File: src/hw/rtl/morus_pkg.sv
// Shared types and word functions for the MORUS-640 keystream unit.
// No dependencies; imported by every RTL file of this block.
package morus_pkg;

   localparam int WordWidth  = 128;
   localparam int LaneWidth  = 32;
   localparam int NumWords   = 5;
   localparam int CountWidth = 8;

   // Register map: index from byte address bits above the word offset
   localparam int CsrAddrWidth = 3;
   localparam logic [0:0] RegStepCount = 1'b0;
   localparam logic [CountWidth-1:0] StepCountReset = 8'd16;

   // Lane rotation amounts of the five rounds
   localparam int Rot0 = 5;
   localparam int Rot1 = 31;
   localparam int Rot2 = 7;
   localparam int Rot3 = 22;
   localparam int Rot4 = 13;

   typedef logic [WordWidth-1:0] word_type;
   typedef word_type [NumWords-1:0] state_type;

   // Rotate each 32-bit lane left by n
   function automatic word_type lane_rotl(input word_type w, input int n);
      word_type r;
      logic [LaneWidth-1:0] x;
      for (int k = 0; k < 4; k++) begin
         x = w[k*LaneWidth +: LaneWidth];
         r[k*LaneWidth +: LaneWidth] = (x << n) | (x >> (LaneWidth - n));
      end
      return r;
   endfunction

   // Lanes (l0,l1,l2,l3) -> (l1,l2,l3,l0); lane 0 sits in the top bits
   function automatic word_type word_rot32(input word_type w);
      return {w[95:0], w[127:96]};
   endfunction

   // Lanes -> (l2,l3,l0,l1)
   function automatic word_type word_rot64(input word_type w);
      return {w[63:0], w[127:64]};
   endfunction

   // Lanes -> (l3,l0,l1,l2)
   function automatic word_type word_rot96(input word_type w);
      return {w[31:0], w[127:32]};
   endfunction

endpackage

File: src/hw/rtl/morus_csr.sv
// APB-style register file holding the step count.
// Depends on morus_pkg for the register map and widths.
module morus_csr
   import morus_pkg::*;
(
   input  logic                    clock,
   input  logic                    reset,
   input  logic                    csr_psel,
   input  logic                    csr_penable,
   input  logic                    csr_pwrite,
   input  logic [CsrAddrWidth-1:0] csr_paddr,
   input  logic [31:0]             csr_pwdata,
   output logic [31:0]             csr_prdata,
   output logic                    csr_pready,
   output logic [CountWidth-1:0]   step_count
);

   logic [CountWidth-1:0] step_count_ff;
   logic [CountWidth-1:0] step_count_in;
   logic                  wr_en;
   logic [0:0]            reg_index;

   assign reg_index  = csr_paddr[CsrAddrWidth-1 -: 1];
   assign wr_en      = csr_psel & csr_penable & csr_pwrite;
   assign csr_pready = 1'b1;

   // Take the low byte on a write to the step count register
   always_comb begin
      step_count_in = step_count_ff;
      if (wr_en && reg_index == RegStepCount) begin
         step_count_in = csr_pwdata[CountWidth-1:0];
      end
   end

   always_ff @(posedge clock) begin
      if (reset) begin
         step_count_ff <= StepCountReset;
      end else begin
         step_count_ff <= step_count_in;
      end
   end

   // Read back; unmapped addresses return zero
   always_comb begin
      csr_prdata = '0;
      if (reg_index == RegStepCount) begin
         csr_prdata = {{(32-CountWidth){1'b0}}, step_count_ff};
      end
   end

   assign step_count = step_count_ff;

endmodule

File: src/hw/rtl/morus_round_unit.sv
// Shared state update unit: one full five-round step, plus the half step
// and keystream extraction. Depends on morus_pkg for word functions.
module morus_round_unit
   import morus_pkg::*;
(
   input  state_type state,
   output state_type next_state,
   output word_type  keystream
);

   word_type t0, t1, t2, t3, t4;
   word_type r0, r1, r2;
   word_type n0, n1;
   word_type s3r, s4r;
   word_type h0, h1, h3;

   assign s3r = word_rot32(state[3]);
   assign s4r = word_rot64(state[4]);

   // Five rounds, each feeding the partially updated words to the next
   always_comb begin
      t0 = state[3] ^ state[0] ^ (state[1] & state[2]);
      r0 = lane_rotl(t0, Rot0);
      n0 = word_rot96(r0);

      t1 = state[4] ^ state[1] ^ (state[2] & s3r);
      r1 = lane_rotl(t1, Rot1);
      n1 = word_rot64(r1);

      t2 = state[2] ^ (s3r & s4r) ^ r0;
      r2 = lane_rotl(t2, Rot2);

      t3 = s3r ^ (s4r & n0) ^ r1;
      t4 = s4r ^ (n0 & n1) ^ r2;

      next_state[0] = n0;
      next_state[1] = n1;
      next_state[2] = word_rot32(r2);
      next_state[3] = lane_rotl(t3, Rot3);
      next_state[4] = lane_rotl(t4, Rot4);
   end

   // Half step folded straight into the keystream
   always_comb begin
      h0 = lane_rotl(state[0] ^ (state[1] & state[2]) ^ state[3], Rot0);
      h1 = lane_rotl(state[1] ^ (state[2] & s3r) ^ state[4], Rot1);
      h3 = s3r;
      keystream = (state[2] & h3) ^ word_rot96(h1) ^ h0;
   end

endmodule

File: src/hw/rtl/morus_state_update_keystream_unit.sv
// Top level of the MORUS-640 keystream unit: sequencer, state register,
// output register. Depends on morus_pkg, morus_csr and morus_round_unit.
//
//   channel | direction | handshake           | payload
//   req     | in        | req_valid/req_stall | req_s0_hi .. req_s4_lo
//   rsp     | out       | rsp_valid/rsp_stall | rsp_keystream_hi/lo
//   csr     | in/out    | APB psel/penable    | step_count at byte 0
//
// An item is loaded, makes step_count full steps through the shared round
// unit, then takes the half step and keystream into the output register.
// The next item is taken only after that; the step count resets to 16.
// Reset is synchronous; it clears the sequencer and the result valid.
// A new item is taken while a result still waits; the finishing cycle
// holds until the output register is free.
module morus_state_update_keystream_unit
   import morus_pkg::*;
(
   input  logic                    clock,
   input  logic                    reset,
   input  logic                    req_valid,
   output logic                    req_stall,
   input  logic [63:0]             req_s0_hi,
   input  logic [63:0]             req_s0_lo,
   input  logic [63:0]             req_s1_hi,
   input  logic [63:0]             req_s1_lo,
   input  logic [63:0]             req_s2_hi,
   input  logic [63:0]             req_s2_lo,
   input  logic [63:0]             req_s3_hi,
   input  logic [63:0]             req_s3_lo,
   input  logic [63:0]             req_s4_hi,
   input  logic [63:0]             req_s4_lo,
   output logic                    rsp_valid,
   input  logic                    rsp_stall,
   output logic [63:0]             rsp_keystream_hi,
   output logic [63:0]             rsp_keystream_lo,
   input  logic                    csr_psel,
   input  logic                    csr_penable,
   input  logic                    csr_pwrite,
   input  logic [CsrAddrWidth-1:0] csr_paddr,
   input  logic [31:0]             csr_pwdata,
   output logic [31:0]             csr_prdata,
   output logic                    csr_pready
);

   localparam logic StIdle = 1'b0;
   localparam logic StRun  = 1'b1;

   logic                  st_ff, st_in;
   logic [CountWidth-1:0] cnt_ff, cnt_in;
   state_type             state_ff, state_in;
   logic                  rsp_valid_ff, rsp_valid_in;
   word_type              ks_ff, ks_in;
   logic [CountWidth-1:0] step_count;
   state_type             next_state;
   word_type              keystream;
   logic                  req_xfer;
   logic                  out_free;

   morus_csr u_csr (
      .clock       (clock),
      .reset       (reset),
      .csr_psel    (csr_psel),
      .csr_penable (csr_penable),
      .csr_pwrite  (csr_pwrite),
      .csr_paddr   (csr_paddr),
      .csr_pwdata  (csr_pwdata),
      .csr_prdata  (csr_prdata),
      .csr_pready  (csr_pready),
      .step_count  (step_count)
   );

   morus_round_unit u_round (
      .state      (state_ff),
      .next_state (next_state),
      .keystream  (keystream)
   );

   assign req_stall = (st_ff != StIdle);
   assign req_xfer  = req_valid & ~req_stall;
   assign out_free  = ~rsp_valid_ff | ~rsp_stall;

   // Sequencer: load, step while the count runs, then emit
   always_comb begin
      st_in        = st_ff;
      cnt_in       = cnt_ff;
      state_in     = state_ff;
      ks_in        = ks_ff;
      rsp_valid_in = rsp_valid_ff & rsp_stall;
      case (st_ff)
         StIdle: begin
            if (req_xfer) begin
               state_in[0] = {req_s0_hi, req_s0_lo};
               state_in[1] = {req_s1_hi, req_s1_lo};
               state_in[2] = {req_s2_hi, req_s2_lo};
               state_in[3] = {req_s3_hi, req_s3_lo};
               state_in[4] = {req_s4_hi, req_s4_lo};
               cnt_in      = step_count;
               st_in       = StRun;
            end
         end
         StRun: begin
            if (cnt_ff != '0) begin
               // advance one full step
               state_in = next_state;
               cnt_in   = cnt_ff - 1'b1;
            end else if (out_free) begin
               // half step and transfer into the output register
               ks_in        = keystream;
               rsp_valid_in = 1'b1;
               st_in        = StIdle;
            end
         end
         default: begin
            st_in = StIdle;
         end
      endcase
   end

   always_ff @(posedge clock) begin
      if (reset) begin
         st_ff        <= StIdle;
         cnt_ff       <= '0;
         rsp_valid_ff <= 1'b0;
      end else begin
         st_ff        <= st_in;
         cnt_ff       <= cnt_in;
         rsp_valid_ff <= rsp_valid_in;
      end
   end

   // Payload registers need no reset
   always_ff @(posedge clock) begin
      state_ff <= state_in;
      ks_ff    <= ks_in;
   end

   assign rsp_valid        = rsp_valid_ff;
   assign rsp_keystream_hi = ks_ff[127:64];
   assign rsp_keystream_lo = ks_ff[63:0];

endmodule

File: config.mk
export PLATFORM = sky130hd
export DESIGN_NAME = morus_state_update_keystream_unit
export DESIGN_NICKNAME = d
export VERILOG_FILES = /design/src/hw/rtl/morus_pkg.sv /design/src/hw/rtl/morus_csr.sv /design/src/hw/rtl/morus_round_unit.sv /design/src/hw/rtl/morus_state_update_keystream_unit.sv
export SDC_FILE = /design/constraint.sdc
export NUM_CORES = 2
export LEC_CHECK = 0
export ABC_AREA = 0
export BUFFER_PORTS_ARGS = -buffer_cell sky130_fd_sc_hd__buf_2
export CAP_MARGIN = 20
export CORE_ASPECT_RATIO = 0.5
export CORE_MARGIN = 5
export CORE_UTILIZATION = 50
export CTS_BUF_LIST = sky130_fd_sc_hd__clkbuf_2 sky130_fd_sc_hd__clkbuf_4 sky130_fd_sc_hd__clkbuf_8
export DETAILED_ROUTE_END_ITERATION = 12
export PLACE_DENSITY = 0.77
export SYNTH_ARGS = -nofsm -noshare
export SYNTH_HDL_FRONTEND = slang
export SYNTH_SLANG_ARGS = --single-unit
File: constraint.sdc
create_clock -name clock -period 59.6 [get_ports clock]
set_clock_uncertainty 0.05 [all_clocks]
set_input_delay 17.88 -clock clock [delete_from_list [all_inputs] [get_ports clock]]
set_output_delay 17.88 -clock clock [all_outputs]
set_load 0.005 [all_outputs]
==> impl_metrics.csv <==
group,metric,value,unit
outcome,status,"finished clean",
global_route,grt_max_degree,167,
timing,setup_viol,0,
global_route,grt_pass1_wl,334,mm
setup_path,crit_required,41.67,ns
synthesis,avgSynthCellArea,12.1,µm²
synthesis,synth.cell_area,49300,µm²
clocking,clock_latency,0.87,ns
global_route,track_usage,0.489,
synthesis,ys.flop_type,"edfxtp_1",
clocking,cts_buffers,120,
final_layout,final_nets,5645,
floorplan,fp.coreArea,97700,µm²
clocking,cts_resized,0,
timing,report.final.slew_viol_count,0,
hold_path,hold_path_class,"flop to flop",
detailed_routing,wl_per_cell,41.4,µm
detailed_routing,drt-initial-drc-count,8004,
final_layout,post-route-util,0.589,
floorplan,die_x,454,µm
synthesis,yosysMostFrequentCell,"xnor2_1",
detailed_routing,postRouteAntennaNets,0,
timing,worst_slew_pin_slew,1.33,ns
synthesis,netlist_top_cells_count,"1066 x xnor2_1, 887 x nand2_1, 768 x edfxtp_1",
clocking,cts.sinks,786,
timing,timing.setup.tns,0,ns
detailed_routing,drc,0,
synthesis,ys_seq_area_frac,0.475,
global_route,antenna_found_initial,68,
detailed_routing,drt-pass1-iter-count,8,
place,dp_hpwl,221,mm
detailed_routing,routed_via_density,6.21,
synthesis,synthCells,4086,
final_layout,finalNonFillerCells,6419,
flow_run,maxCapViolations,0,
floorplan,fp-row-count,81,
global_route,grt.overflow.total,0,
synthesis,async_flop_share,0,
timing,slew-limit-headroom,0.104,
clocking,clockBufferDepth,3,
final_layout,multi_input_area,25400,µm²
floorplan,die_area,105000,µm²
final_layout,layout-drive-gt1-share,0.297,
synthesis,synth_seq_cells,786,
timing,max_freq,27.6,MHz
synthesis,ys_warn_count,0,
synthesis,synth_top_cell_area_share,0.468,
detailed_routing,via_count,39900,
floorplan,initial_core_util,0.504,
final_layout,nFillCells,8211,
clocking,cts_tree,"built",
final_layout,syn2layout_area_growth,16.9,%
place,gp_congestion,1.11,
clocking,root_buffer,"clkbuf_8",
timing,setup_slack,23.33,ns
clocking,cts.clk_slew.worst_paths,0.07,ns
clocking,htreeDepth,3,
clocking,cts-hold-fix-buffers,0,
detailed_routing,wirelength,266,mm
synthesis,yosys-top-cells-area,"edfxtp_1 47%, xnor2_1 19%, mux2_2 8.8%",
setup_path,startpoint_type,"primary input",
timing,period_share,0.609,
synthesis,synth.distinct_cells,37,
place,place_ws,23.33,ns
place,numPortBuffers,793,
setup_path,cp_max_fo,10,
floorplan,io_pins,845,
setup_path,critPathKind,"primary input to primary output",
global_route,grt_pass1_vias,37000,
floorplan,die_y,232,µm
synthesis,synth_top_area_cell,"edfxtp_1",
place,place_inst,6155,
timing,fin_crit,36.27,ns
timing,rsz0062_at_grt,"false",
setup_path,endpoint_kind,"primary output",
setup_path,cp.arrival,18.34,ns
final_layout,final-seq-area,23400,µm²
timing,hold_viol_final,0,
synthesis,synth_edf_count,768,
clocking,postCtsSetupBuffers,0,
## kinds of logic (layout without fill, tap and decap cells)
kind of cell / Yosys count / in the layout / synth area share
AO/OA/AOI/OAI: 285 / 285 / 0.0294
other: 2 / 56 / 0.000152
adder cells (fa/ha/maj): 2 / 2 / 0.000508
multiplexers: 387 / 387 / 0.0885
buffers and inverters: 134 / 1085 / 0.0122
AND/OR/NAND/NOR: 954 / 954 / 0.0741
XOR/XNOR: 1536 / 1536 / 0.320
flip-flops: 786 / 786 / 0.475
## final timing paths
check / startpoint / end / slack [ns] / cells past startpoint
hold / removal: u_csr.step_count[1]$_SDFFE_PP0P_ / u_csr.step_count[1]$_SDFFE_PP0P_ / 0.43 / 2
hold reg to reg: u_csr.step_count[1]$_SDFFE_PP0P_ / u_csr.step_count[1]$_SDFFE_PP0P_ / 0.43 / 2
setup reg to reg: req_stall$_SDFF_PP0_ / state_ff[603]$_DFFE_PP_ / 53.82 / 6
setup / recovery: csr_paddr[2] / csr_prdata[5] / 23.33 / 3
## state kept, by name (all words and copies together), names as in the netlist
| signal | cells |
|---|---|
| ks_ff | 128 |
| req_stall | 1 |
| u_csr.step_count | 8 |
| rsp_valid | 1 |
| cnt_ff | 8 |
| state_ff | 640 |
## area by class of cell
cell class / instances / share of cell area
Clock inverter: 56 / 0.00771
Clock buffer: 165 / 0.0351
Tap cell: 1328 / 0.0289
Antenna cell: 31 / 0.00135
Inverter: 3 / 0.000326
Multi-Input combinational cell: 3189 / 0.441
Timing Repair Buffer: 861 / 0.0787
Sequential cell: 786 / 0.407
## cells in the final DEF, fill, tap and decap left out, drive strengths merged, types with 18 or more instances in the layout
cell	count
diode	31
xor3	96
nand2	887
mux2	387
clkinv	43
buf	861
dfxtp	18
o21ai	261
nor2	41
clkbuf	165
edfxtp	768
xnor3	32
xor2	288
conb	25
xnor2	1120
## critical path, stage by stage
cell	delay, ns
buf_2	0.16
nor2b_1	0.16
buf_2	0.14
## through the flow
step	hold slack (ns)	cell area [µm²]
2_1_floorplan	0.392	49400
3_3_place_gp	0.416	54900
3_5_place_dp	0.419	54900
4_1_cts	0.429	57400
5_1_grt	0.456	57500
6_report	0.429	57600
## metal layers
layer | part of all wire | wire length (µm) | global-route usage
met1 | 0.37 | 99200 | 0.650
met2 | 0.39 | 103000 | 0.648
met4 | 0.046 | 12300 | 0.180
met3 | 0.19 | 50800 | 0.292
met5 | 0.0019 | 508 | 0
Power is not shown: default switching activity piles up to over one toggle a cycle in this logic, so the estimate is an artifact.
